## config.mk

```make
export PLATFORM = sky130hd
export DESIGN_NAME = gmb_ctrl
export DESIGN_NICKNAME = d
export VERILOG_FILES = /design/src/rtl/core/gmb_pkg.sv /design/src/rtl/core/gmb_ctrl.sv
export SDC_FILE = /design/constraint.sdc
export NUM_CORES = 1
export LEC_CHECK = 0
export BUFFER_PORTS_ARGS = -buffer_cell sky130_fd_sc_hd__buf_2
export CAP_MARGIN = 20
export CORE_UTILIZATION = 30
export CTS_BUF_LIST = sky130_fd_sc_hd__clkbuf_16
export CTS_CLUSTER_SIZE = 16
export DETAILED_ROUTE_END_ITERATION = 10
export GPL_TIMING_DRIVEN = 1
export PLACE_DENSITY = 0.54
export SYNTH_ARGS = -nofsm -noshare
export SYNTH_HDL_FRONTEND = slang
export SYNTH_SLANG_ARGS = --single-unit
export TNS_END_PERCENT = 30
```

## constraint.sdc

```tcl
create_clock -name i_clk -period 1.55 [get_ports i_clk]
set_input_delay 0.0775 -clock i_clk [delete_from_list [all_inputs] [get_ports i_clk]]
set_output_delay 0.0775 -clock i_clk [all_outputs]
set_load 0.005 [all_outputs]
```

## src/rtl/core/gmb_pkg.sv

```systemverilog
// Shared types, constants and the direction-order table for the maze backtracker.
// No dependencies; imported by every module of the block.
package gmb_pkg;

    localparam int CFG_W     = 7;
    localparam int FIELD_W   = 6;
    localparam int ORD_W     = 5;
    localparam int EV_W      = 2;
    localparam int REG_IDX_W = 1;
    localparam int ORD_COUNT = 24;

    localparam int DEF_MAX_COLS    = 64;
    localparam int DEF_MAX_ROWS    = 64;
    localparam int DEF_STACK_DEPTH = 1024;

    localparam logic [CFG_W-1:0] GRID_RESET = 7'd64;

    localparam logic [REG_IDX_W-1:0] REG_GRID_W = 1'd0;
    localparam logic [REG_IDX_W-1:0] REG_GRID_H = 1'd1;

    localparam logic [1:0] DIR_XP = 2'd0;
    localparam logic [1:0] DIR_XM = 2'd1;
    localparam logic [1:0] DIR_YP = 2'd2;
    localparam logic [1:0] DIR_YM = 2'd3;

    typedef enum logic [EV_W-1:0] {
        EV_START  = 2'd0,
        EV_CARVE  = 2'd1,
        EV_BACK   = 2'd2,
        EV_FINISH = 2'd3
    } t_ev;

    typedef enum logic [2:0] {
        WS_CLEAR = 3'd0,
        WS_START = 3'd1,
        WS_NB    = 3'd2,
        WS_NEW   = 3'd3,
        WS_WALL  = 3'd4
    } t_wsel;

    typedef struct packed {
        logic       clr_step;
        logic       latch;
        logic       wall_we;
        t_wsel      wall_sel;
        logic       stk_we;
        logic       stk_first;
        logic       stk_rd;
        logic       cnt_set1;
        logic       cnt_inc;
        logic       cnt_dec;
        logic       nb_rd;
        logic [1:0] scan_idx;
        logic       emit;
        t_ev        ev;
    } t_cmd;

    typedef struct packed {
        logic clr_last;
        logic cnt_zero;
        logic cnt_full;
        logic hit;
    } t_sts;

    // four 2-bit directions, first tried in [7:6]; lexicographic over +x,-x,+y,-y
    localparam logic [7:0] PERM_TAB [ORD_COUNT] = '{
        8'b00_01_10_11, 8'b00_01_11_10, 8'b00_10_01_11, 8'b00_10_11_01,
        8'b00_11_01_10, 8'b00_11_10_01, 8'b01_00_10_11, 8'b01_00_11_10,
        8'b01_10_00_11, 8'b01_10_11_00, 8'b01_11_00_10, 8'b01_11_10_00,
        8'b10_00_01_11, 8'b10_00_11_01, 8'b10_01_00_11, 8'b10_01_11_00,
        8'b10_11_00_01, 8'b10_11_01_00, 8'b11_00_01_10, 8'b11_00_10_01,
        8'b11_01_00_10, 8'b11_01_10_00, 8'b11_10_00_01, 8'b11_10_01_00
    };

    function automatic logic [7:0] perm_of(input logic [ORD_W-1:0] code);
        logic [ORD_W-1:0] c;
        c = (code >= ORD_W'(ORD_COUNT)) ? code - ORD_W'(ORD_COUNT) : code;
        return PERM_TAB[c];
    endfunction

endpackage

```

## src/rtl/core/gmb_ctrl.sv

```systemverilog
// Controller: clearing sweep, run phase and per-step sequencing of the datapath.
// Depends on gmb_pkg; commands gmb_dpath through t_cmd and reads t_sts.
module gmb_ctrl
    import gmb_pkg::*;
(
    input  logic i_clk,
    input  logic i_rst_n,
    input  logic i_start,
    input  t_sts i_sts,
    output t_cmd o_cmd,
    output logic o_busy
);

    typedef enum logic [8:0] {
        ST_CLEAR = 9'b000000001,
        ST_IDLE  = 9'b000000010,
        ST_START = 9'b000000100,
        ST_STK   = 9'b000001000,
        ST_SCAN  = 9'b000010000,
        ST_PUSH  = 9'b000100000,
        ST_WALL  = 9'b001000000,
        ST_POP   = 9'b010000000,
        ST_FIN   = 9'b100000000
    } t_state;

    typedef enum logic [2:0] {
        PH_IDLE = 3'b001,
        PH_GEN  = 3'b010,
        PH_DONE = 3'b100
    } t_phase;

    localparam logic [2:0] SCAN_LAST = 3'd4;

    t_state     r_state, n_state;
    t_phase     r_phase, n_phase;
    logic [2:0] r_k, n_k;
    logic       accept;

    assign accept = i_start && (r_state == ST_IDLE);
    assign o_busy = (r_state != ST_IDLE);

    always_comb begin
        n_state = r_state;
        n_phase = r_phase;
        n_k     = r_k;
        o_cmd   = '0;
        o_cmd.wall_sel = WS_CLEAR;
        o_cmd.ev       = EV_START;
        o_cmd.scan_idx = r_k[1:0];
        case (r_state)
            ST_CLEAR: begin
                o_cmd.wall_we  = 1'b1;
                o_cmd.clr_step = 1'b1;
                if (i_sts.clr_last) n_state = ST_IDLE;
            end
            ST_IDLE: begin
                if (accept) begin
                    o_cmd.latch = 1'b1;
                    if (r_phase == PH_IDLE) begin
                        n_state = ST_START;
                        n_phase = PH_GEN;
                    end else if (r_phase == PH_GEN && !i_sts.cnt_zero) begin
                        n_state = ST_STK;
                    end else begin
                        n_state = ST_FIN;
                        n_phase = PH_DONE;
                    end
                end
            end
            ST_START: begin
                o_cmd.wall_we   = 1'b1;
                o_cmd.wall_sel  = WS_START;
                o_cmd.stk_we    = 1'b1;
                o_cmd.stk_first = 1'b1;
                o_cmd.cnt_set1  = 1'b1;
                o_cmd.emit      = 1'b1;
                o_cmd.ev        = EV_START;
                n_state         = ST_IDLE;
            end
            ST_STK: begin
                o_cmd.stk_rd = 1'b1;
                n_k          = '0;
                n_state      = i_sts.cnt_full ? ST_POP : ST_SCAN;
            end
            ST_SCAN: begin
                o_cmd.wall_sel = WS_NB;
                if (r_k != '0 && i_sts.hit) begin
                    n_state = ST_PUSH;
                end else if (r_k == SCAN_LAST) begin
                    n_state = ST_POP;
                end else begin
                    o_cmd.nb_rd = 1'b1;
                    n_k         = r_k + 3'd1;
                end
            end
            ST_PUSH: begin
                o_cmd.wall_we  = 1'b1;
                o_cmd.wall_sel = WS_NEW;
                o_cmd.stk_we   = 1'b1;
                o_cmd.cnt_inc  = 1'b1;
                n_state        = ST_WALL;
            end
            ST_WALL: begin
                o_cmd.wall_we  = 1'b1;
                o_cmd.wall_sel = WS_WALL;
                o_cmd.emit     = 1'b1;
                o_cmd.ev       = EV_CARVE;
                n_state        = ST_IDLE;
            end
            ST_POP: begin
                o_cmd.cnt_dec = 1'b1;
                o_cmd.emit    = 1'b1;
                o_cmd.ev      = EV_BACK;
                n_state       = ST_IDLE;
            end
            ST_FIN: begin
                o_cmd.emit = 1'b1;
                o_cmd.ev   = EV_FINISH;
                n_state    = ST_IDLE;
            end
            default: n_state = ST_IDLE;
        endcase
    end

    always_ff @(posedge i_clk) begin
        if (!i_rst_n) begin
            r_state <= ST_CLEAR;
            r_phase <= PH_IDLE;
            r_k     <= '0;
        end else begin
            r_state <= n_state;
            r_phase <= n_phase;
            r_k     <= n_k;
        end
    end

    a_push_not_full: assert property (@(posedge i_clk) disable iff (!i_rst_n)
        (r_state == ST_PUSH) |-> !i_sts.cnt_full)
        else $error("push on full stack");

    a_pop_not_empty: assert property (@(posedge i_clk) disable iff (!i_rst_n)
        (r_state == ST_POP) |-> !i_sts.cnt_zero)
        else $error("pop on empty stack");

    a_idle_phase_empty: assert property (@(posedge i_clk) disable iff (!i_rst_n)
        (r_phase == PH_IDLE) |-> i_sts.cnt_zero)
        else $error("stack in use before first step");

    a_done_finishes: assert property (@(posedge i_clk) disable iff (!i_rst_n)
        (accept && r_phase == PH_DONE) |=> (r_state == ST_FIN))
        else $error("step after end of run did not finish");

endmodule

```

==> impl_metrics.csv, run 1 <==
group,metric,value,unit
status,status,"finished with violations",
status,violations,"setup timing",
clocking,cts_root_buf,"clkbuf_16",
routing,num_vias,1058,
logic_synthesis,synth_xor_area_frac,0.0490,
floorplanning,io-pin-count,26,
clocking,holdBufCountCts,0,
grt,antenna_found_initial,0,
worst_setup_path,cp-end-kind,"output port",
clocking,clk_latency,250,ps
routing,drc,0,
clocking,ctsLongestPathBuffers,2,
clocking,cts_buffers,3,
logic_synthesis,seq_area_frac_synth,0.280,
worst_setup_path,critPathRequiredTime,1470,ps
timing,rsz0062_at_grt,"yes",
logic_synthesis,synth.top_cells.by_count,"15 x dfxtp_1, 11 x nor2_1, 10 x nor3_1",
worst_setup_path,cp_max_fo,6,
floorplanning,core_area,3390,um2
grt,grt_start_max_net_pins,11,
clocking,cts_tree,"yes",
placed_design,dp_slack,-20.3,ps
placed_design,port_buffers,25,
logic_synthesis,synth_compound_area_frac,0.132,
logic_synthesis,ys_warn_count,0,
logic_synthesis,avgSynthCellArea,8.51,um2
routing,postRouteAntennaNets,0,
timing,fin_crit,1660,ps
worst_setup_path,worst_setup_path_start_kind,"flop",
cells_and_area,design_area,1580,um2
floorplanning,fp.dieW,61.8,um
floorplanning,die_area,3820,um2
logic_synthesis,synth_most_common_cell,"dfxtp_1",
logic_synthesis,synth-seq-cells,15,
grt,grtUsageMet1,0.166,
timing,post-route-period-util,1.07,
timing,max_freq,0.603,GHz
grt,grt_usage,0.142,
placed_design,gp_congestion,0.803,
placed_design,hpwl,1850,um
timing,fin_skew,1.60,ps
power_and_ir_drop,p_total,1.06,mW
timing,tns,-130,ps
floorplanning,initial_utilization,0.316,
logic_synthesis,async_flop_share,0,
logic_synthesis,netlist_area,1070,um2
timing,setup_viol,2,
routing,viasPerCell,4.97,
logic_synthesis,ys.flop_type,"dfxtp_1",
logic_synthesis,synth_fa_ha_area_frac,0.0233,
grt,grt_pass1_wl,3910,um
grt,met2_usage,0.244,
floorplanning,dieHeight,61.8,um
cells_and_area,fin_nets,177,
routing,drt-pass1-iter-count,4,
power_and_ir_drop,powerDensity,669,nW/um2
grt,grtUsageMet3,0.0455,
job,maxCapViolCount,0,
cells_and_area,syn2layout_area_growth,47.1,%
logic_synthesis,netlist.top_cell.by_area,"dfxtp_1",
floorplanning,rows,21,
power_and_ir_drop,irDropWorstVdd,0.607,mV
cells_and_area,n_antenna_cell,0,
logic_synthesis,yosys.area_share.simple,0.348,
logic_synthesis,synth_top_family_by_area,"simple AND/OR/NAND/NOR gates",
worst_hold_path,worstHoldPathType,"in2reg",
logic_synthesis,syn_inst,126,
clocking,htreeDepth,1,
logic_synthesis,synthTopCellsByArea,"dfxtp_1 28%, nor3_1 4.7%, nor2_1 3.9%, buf_4 3.5%, xnor2_1 3.3%",
logic_synthesis,synth_top_area_share,0.280,
worst_setup_path,critPathArrivalTime,1580,ps
timing,slew_viol_final,0,
clocking,cts_sinks,15,
logic_synthesis,syn_nets,135,
worst_setup_path,critical_path_class,"reg2out",
timing,slew_headroom,0.782,
power_and_ir_drop,leakagePower,0.709,nW
timing,final.setup.worst_slack,-107,ps
logic_synthesis,yosys.cell_types.count,44,
cells_and_area,drive_above_1_share,0.551,
grt,top_usage_layer,"met2",
routing,drtIter0Drc,29,
timing,worst_slew_pin_slew,324,ps
routing,wire_per_inst,12.3,um
timing,hold_viol,0,
placed_design,placed_cell_area,1290,um2
grt,grt_pass1_vias,898,
clocking,path_clk_slew,50,ps
logic_synthesis,synth-edff-count,0,
grt,grt-ovfl-total,0,
logic_synthesis,synthMuxAreaShare,0.0420,
routing,wl,2630,um
[logic make-up after synthesis]
family	Yosys count
and+or+nand+nor	57
muxes	4
DFF	15
xor gates and xnor gates	6
buffers and inverters	24
adders and majority gates	2
AOI/OAI and AO/OA	18
[power breakdown]
group	internal, mW	switching, mW	total (mW)
clock network	0.345	0.158	0.503
logic	0.0764	0.0702	0.147
registers	0.390	0.0158	0.406
total	0.811	0.244	1.06
[timing repair]
item	4_1_cts	5_1_grt
setup endpoints to repair	12	18
resized for setup	31	8
pin swaps	5	4
buffers inserted	6	3
[cell type report]
cell class	count	area, um2
Tap cell	46	57.6
Fill cell	319	1810
Clock buffer	3	75.1
Timing Repair Buffer	52	355
Sequential cell	15	322
Inverter	9	33.8
Clock inverter	1	5.00
Multi-Input combinational cell	87	729
[cells in the final DEF, fill, tap and decap left out, types with 2 or more instances in the layout]
master | Yosys | routed
nor4_2 | 0 | 2
nor3_1 | 10 | 8
clkbuf_16 | 0 | 3
mux2i_1 | 3 | 2
o21ai_0 | 6 | 6
xor2_1 | 2 | 2
nand2b_1 | 3 | 3
nor2_1 | 11 | 11
dfxtp_2 | 0 | 5
dfxtp_4 | 0 | 4
buf_2 | 3 | 23
xnor2_1 | 4 | 3
dfxtp_1 | 15 | 6
inv_2 | 0 | 4
nand2_1 | 7 | 7
nor3_4 | 2 | 4
nand3b_1 | 2 | 2
nor2b_1 | 3 | 2
and2_1 | 2 | 2
inv_1 | 9 | 5
a21oi_1 | 3 | 3
buf_6 | 3 | 6
buf_4 | 5 | 23
[metrics by stage]
| stage | utilization | instances | hold slack [ps] |
|---|---|---|---|
| after global routing | 0.465 | 213 | 65.6 |
| final | 0.465 | 213 | 45.3 |
| after floorplan | - | 126 | 196 |
| after global placement | 0.381 | 200 | 306 |
| after detailed placement | 0.381 | 200 | 317 |
| after CTS | 0.449 | 210 | 51.4 |
[flip-flops by register name (all words and copies together), names as in the netlist]
register  count
r_state       9
r_k           3
r_phase       3
[metal layers]
metal / wire length (um) / up-vias
met1: 1190 / 513
met3: 99 / 4
li1: - / 514
met4: 25 / 0
met5: 0 / -
met2: 1320 / 27
[final timing paths]
path	slack [ps]	cells after the start	end	startpoint
max	-110	5	o_cmd[2]	r_state[8]
min	50	2	r_state[0]	i_sts[3]
max reg2reg	-20	5	r_phase[1]	r_state[6]
min reg2reg	480	2	r_phase[0]	r_phase[0]
[worst max-delay path: stages (launching register included)]
cell	delay [ps]
dfxtp_4	360
buf_6	130
or2b_1	230
o32a_2	330
nor4_2	130
buf_2	150
No activity file was read; power rests on OpenSTA's default activity.
==> run 2, diff against run 1 <==
--- a/config.mk
+++ b/config.mk
@@ -7,6 +7,7 @@
 export LEC_CHECK = 0
 export BUFFER_PORTS_ARGS = -buffer_cell sky130_fd_sc_hd__buf_2
 export CAP_MARGIN = 20
+export CORE_MARGIN = 2
 export CORE_UTILIZATION = 30
 export CTS_BUF_LIST = sky130_fd_sc_hd__clkbuf_16
 export CTS_CLUSTER_SIZE = 16
==> constraint.sdc (replaced) <==
create_clock -name i_clk -period 1.33 [get_ports i_clk]
set_input_delay 0.0665 -clock i_clk [delete_from_list [all_inputs] [get_ports i_clk]]
set_output_delay 0.0665 -clock i_clk [all_outputs]
set_load 0.005 [all_outputs]
==> run 2 against run 1 <==
- the run still ends with setup timing left
- setup slack worse by 130 ps
- sequential share of layout area is 2.4 points lower
- cell count is 5.6% higher
- worst hold slack better by 4.1 ps
- critical path depth is 1 higher
- combinational power is 48% higher
- wire length is 7.4% higher
- clock power is 18% higher
- power is 22% higher
- cell area is 15% higher
- clock-buffer cell count stayed put
- critical path type is now reg2reg
- highest routed layer unchanged
==> impl_metrics.csv, run 2 (synthesis results as in run 1) <==
group,metric,value,unit
status,status,"finished with violations",
status,violations,"setup timing",
floorplanning,dieHeight,63.8,um
power_and_ir_drop,p_int,972,uW
timing,slew_headroom,0.760,
cells_and_area,layout_common_cells,"29 x buf_4, 22 x buf_2, 13 x buf_6",
power_and_ir_drop,p_comb_frac,0.170,
worst_setup_path,crit_family,"simple AND/OR/NAND/NOR gates",
timing,hold_viol,0,
cells_and_area,fillers,287,
clocking,path_clk_slew,50,ps
routing,wl,2820,um
clocking,cts_buffers,3,
placed_design,placed_cells,211,
grt,grt_usage,0.142,
routing,num_vias,1066,
floorplanning,initial_utilization,0.316,
cells_and_area,fin_nets,189,
timing,fin_hold_ws,49.4,ps
grt,grt_pass1_vias,1027,
clocking,htreeDepth,1,
worst_setup_path,cp_max_fo,6,
floorplanning,rows,21,
grt,grt_start_max_net_pins,11,
cells_and_area,drive_above_1_share,0.665,
power_and_ir_drop,power_frac_clock,0.464,
routing,wire_per_inst,12.5,um
floorplanning,die_area,4070,um2
clocking,clk_latency,240,ps
grt,grt_pass1_wl,4640,um
placed_design,hpwl,2010,um
placed_design,port_buffers,25,
timing,tns,-4130,ps
clocking,cts_tree,"yes",
worst_setup_path,crit_slowest_cell,"nor4_4",
cells_and_area,syn2layout_area_growth,68.5,%
worst_setup_path,critPathArrivalTime,1710,ps
power_and_ir_drop,p_switching,313,uW
routing,drt-pass1-iter-count,4,
timing,post-route-period-util,1.18,
timing,final.setup.worst_slack,-242,ps
grt,grt-ovfl-total,0,
timing,setup_viol,27,
floorplanning,core_area,3390,um2
cells_and_area,fin_cells,225,
worst_setup_path,worst_setup_path_start_kind,"flop",
timing,slew_viol_final,0,
worst_setup_path,reg2reg_slack,-240,ps
clocking,cts_sinks,15,
worst_setup_path,max_stage_delay,400,ps
timing,fin_skew,3.55,ps
cells_and_area,largest-register,"r_state",
cells_and_area,n_antenna_cell,0,
worst_setup_path,cp-end-kind,"flop",
power_and_ir_drop,switching_share,0.244,
job,maxCapViolCount,0,
power_and_ir_drop,irDropWorstVdd,0.594,mV
cells_and_area,largest_reg_flops,9,
worst_setup_path,critPathRequiredTime,1460,ps
floorplanning,fp.dieW,63.8,um
worst_setup_path,worstPathCellList,"nor4_4 > nand4_4 > buf_6 > buf_6 > mux2i_1 > nor2_1",
routing,postRouteAntennaNets,0,
power_and_ir_drop,p_seq_frac,0.367,
cells_and_area,layout_commonest_cell,"buf_4",
worst_hold_path,worstHoldPathType,"in2reg",
clocking,cts_root_buf,"clkbuf_16",
worst_setup_path,cp_num_buf_inv,2,
routing,viasPerCell,4.74,
worst_setup_path,crit_top_cell,"buf_6",
clocking,ctsLongestPathBuffers,2,
timing,fin_crit,1570,ps
placed_design,dp_slack,-234,ps
grt,antenna_found_initial,0,
timing,rsz0062_at_grt,"yes",
power_and_ir_drop,leakagePower,0.799,nW
timing,worst_slew_pin_slew,357,ps
routing,drc,0,
routing,drtIter0Drc,29,
floorplanning,io-pin-count,26,
timing,max_freq,0.636,GHz
worst_setup_path,critical_path_class,"reg2reg",
cells_and_area,largestRegisters,"r_state (9), r_k (3), r_phase (3)",
placed_design,gp_congestion,0.759,
power_and_ir_drop,powerDensity,711,nW/um2
run 2: cell types whose count changed in the layout (fill, tap and decap cells not counted), moves of 2 or more:
| cell | previous run | this run |
|---|---|---|
| nand2_2 | 0 | 2 |
| buf_6 | 6 | 13 |
| o21ai_0 | 6 | 3 |
| buf_4 | 23 | 29 |
| nor3_1 | 8 | 4 |
| o21ai_2 | 0 | 3 |
| nand2_4 | 0 | 2 |
| nor3_2 | 1 | 4 |
| nand2_1 | 7 | 3 |
run 2: what timing repair did:
item | in CTS | in global routing
hold buffers | 0 | 0
pin swaps | 16 | 9
buffers inserted | 6 | 4
gates resized for setup | 52 | 19
setup endpoints to repair | 30 | 31
run 2: path summary, 6_finish.rpt:
path	from	endpoint	depth (start not counted)
worst max-delay path	r_state[6]	r_k[1]	6
worst max register to register	r_state[6]	r_k[1]	6
worst min-delay path	i_sts[3]	r_state[0]	2
worst min register to register	r_phase[0]	r_phase[0]	2
run 2: power by group through the flow:
stage,Combinational [mW],Sequential [mW],Clock (mW)
CTS,0.194,0.470,0.612
floorplan,0.0992,0.480,0
global placement,0.160,0.485,0
detailed placement,0.161,0.486,0
global route,0.238,0.473,0.631
finish,0.218,0.471,0.596
run 2: layout make-up:
class,count,area (um2),share of cell area
Clock buffer,3,75.1,0.0416
Clock inverter,1,7.51,0.00416
Inverter,9,36.3,0.0201
Multi-Input combinational cell,87,831,0.460
Sequential cell,15,325,0.180
Tap cell,46,57.6,0.0319
Timing Repair Buffer,64,474,0.262
run 2: routing by layer:
metal	vias to the layer above	routed length [um]	global-route usage
met2	24	1480	0.253
li1	542	-	-
met3	2	93	0.0264
met1	498	1240	0.175
met4	0	8	0.0353
met5	-	0	0
run 2: stage by stage:
stage          area [um2]  utilization  power [mW]
6_report             1810        0.533        1.29
5_1_grt              1810        0.533        1.34
4_1_cts              1700        0.501        1.28
3_5_place_dp         1380        0.408       0.647
3_3_place_gp         1380        0.408       0.645
2_1_floorplan        1090            -       0.579
run 2: worst register-to-register path, delay by kind of cell, from the launching register on:
family,cells,cell delay [ps]
AND/OR/NAND/NOR,3,660
multiplexers,1,140
buffers and inverters,2,290
flip-flops,1,370
==> run 3, diff against run 2 <==
--- a/config.mk
+++ b/config.mk
@@ -7,7 +7,7 @@
 export LEC_CHECK = 0
 export BUFFER_PORTS_ARGS = -buffer_cell sky130_fd_sc_hd__buf_2
 export CAP_MARGIN = 20
-export CORE_MARGIN = 2
+export CORE_MARGIN = 4
 export CORE_UTILIZATION = 30
 export CTS_BUF_LIST = sky130_fd_sc_hd__clkbuf_16
 export CTS_CLUSTER_SIZE = 16
==> run 3 against run 2 <==
- the flow still finishes with violations (setup timing)
- setup slack gained 14 ps
- clock skew fell by 1.4 ps
- maximum frequency grew 0.89%
- register-to-register slack better by 50 ps
- cell count down 0.89%
- flip-flop and latch count stayed put
- via count shrank 1.7%
- sequential power rose by 0.8%
- clock power decreased by 5.0%
- clock-buffer cell count unchanged
- combinational power fell by 5%
- utilization decreased by 2.3 points
- critical path type is now reg2out
- critical endpoint is now o_cmd[15]
- largest cell class unchanged
==> impl_metrics.csv, run 3 (synthesis results as in run 1) <==
group,metric,value,unit
worst_setup_path,worst_setup_path_start_kind,"flop",
cells_and_area,syn2layout_area_growth,61.1,%
timing,slew_headroom,0.707,
timing,hold_viol,0,
routing,drc,0,
timing,fin_hold_ws,81.0,ps
cells_and_area,fillers,316,
routing,wl,2830,um
floorplanning,io-pin-count,26,
clocking,cts_tree,"yes",
grt,top_usage_layer,"met2",
grt,grtUsageMet1,0.165,
floorplanning,dieHeight,67.8,um
floorplanning,fp.dieW,67.8,um
cells_and_area,fin_nets,187,
grt,antenna_found_initial,0,
timing,slew_viol_final,0,
worst_setup_path,cp_max_fo,5,
clocking,cts_root_buf,"clkbuf_16",
grt,met2_usage,0.235,
worst_setup_path,critical_path_class,"reg2out",
floorplanning,initial_utilization,0.316,
clocking,clk_latency,240,ps
timing,setup_viol,26,
grt,grt_pass1_wl,4690,um
clocking,path_clk_slew,50,ps
status,violations,"setup timing",
timing,max_freq,0.642,GHz
routing,viasPerCell,4.70,
placed_design,port_buffers,25,
grt,grt_start_max_net_pins,11,
worst_setup_path,critPathArrivalTime,1490,ps
clocking,htreeDepth,1,
placed_design,gp_congestion,0.810,
clocking,ctsLongestPathBuffers,2,
clocking,cts_sinks,15,
timing,fin_skew,2.10,ps
floorplanning,die_area,4590,um2
placed_design,hpwl,2150,um
routing,num_vias,1048,
power_and_ir_drop,powerDensity,723,nW/um2
routing,wire_per_inst,12.7,um
clocking,cts_buffers,3,
cells_and_area,n_antenna_cell,0,
cells_and_area,largest-register,"r_state",
routing,drtIter0Drc,19,
grt,grt-ovfl-total,0,
routing,postRouteAntennaNets,0,
cells_and_area,largestRegisters,"r_state (9), r_k (3), r_phase (3)",
routing,drt-pass1-iter-count,4,
timing,final.setup.worst_slack,-228,ps
cells_and_area,fin_util,0.510,
timing,worst_slew_pin_slew,435,ps
grt,grtUsageMet3,0.0266,
grt,grt_pass1_vias,1032,
floorplanning,rows,21,
cells_and_area,layout_commonest_cell,"buf_4",
cells_and_area,largest_reg_flops,9,
status,status,"finished with violations",
power_and_ir_drop,leakagePower,0.786,nW
job,maxCapViolCount,0,
worst_hold_path,worstHoldPathType,"in2reg",
timing,rsz0062_at_grt,"yes",
cells_and_area,drive_above_1_share,0.627,
power_and_ir_drop,irDropWorstVdd,0.519,mV
cells_and_area,layout_common_cells,"33 x buf_4, 21 x buf_2, 10 x nor2_1",
grt,grt_usage,0.135,
timing,post-route-period-util,1.17,
floorplanning,core_area,3390,um2
worst_setup_path,cp-end-kind,"output port",
timing,fin_crit,1560,ps
worst_setup_path,critPathRequiredTime,1260,ps
-- run 3: final cells by class --
| type | instances | area [um2] | share of cell area |
|---|---|---|---|
| Clock buffer | 3 | 75.1 | 0.0434 |
| Clock inverter | 1 | 3.75 | 0.00217 |
| Inverter | 9 | 36.3 | 0.0210 |
| Multi-Input combinational cell | 87 | 793 | 0.459 |
| Sequential cell | 15 | 319 | 0.185 |
| Tap cell | 46 | 57.6 | 0.0333 |
| Timing Repair Buffer | 62 | 443 | 0.256 |
-- run 3: metal layers --
metal | up-vias | wire length, um
li1 | 535 | -
met1 | 484 | 1200
met2 | 23 | 1470
met3 | 6 | 110
met4 | 0 | 44
met5 | - | 0
-- run 3: final timing paths --
kind               from    endpoint  slack, ps  depth (start not counted)
max          r_state[2]   o_cmd[15]       -230                          5
min reg2reg  r_phase[0]  r_phase[0]        480                          2
max reg2reg  r_state[7]      r_k[2]       -190                          4
min            i_sts[3]  r_state[0]         80                          2
-- run 3: timing repair --
action                                  CTS  global route
pin swaps                                12            10
resized for setup                        37            20
buffers inserted                          4             1
endpoints found under the setup margin   29            31
hold buffers                              0             0
-- run 3: power by group --
group | switching [mW] | total (mW) | internal, mW
Clock | 0.169 | 0.566 | 0.397
Combinational | 0.100 | 0.208 | 0.108
Sequential | 0.0161 | 0.475 | 0.459
Total | 0.286 | 1.25 | 0.964
-- run 3: critical path, stage by stage, from the launching register on --
cell and delay [ps]:
dfxtp_4 370, buf_4 150, xnor2_1 180, nor3_2 60, or3_1 360, buf_2 130
-- run 3: stage by stage --
stage / instances / power, mW / cell area, um2 / worst slack, ps / TNS, ps
final: 223 / 1.25 / 1730 / -228 / -3700
after CTS: 222 / 1.25 / 1650 / -245 / -4090
after global placement: 214 / 0.649 / 1400 / -185 / -1350
after global routing: 223 / 1.32 / 1730 / -335 / -6310
after detailed placement: 214 / 0.652 / 1400 / -228 / -2210
after floorplan: 126 / 0.579 / 1090 / -193 / -917
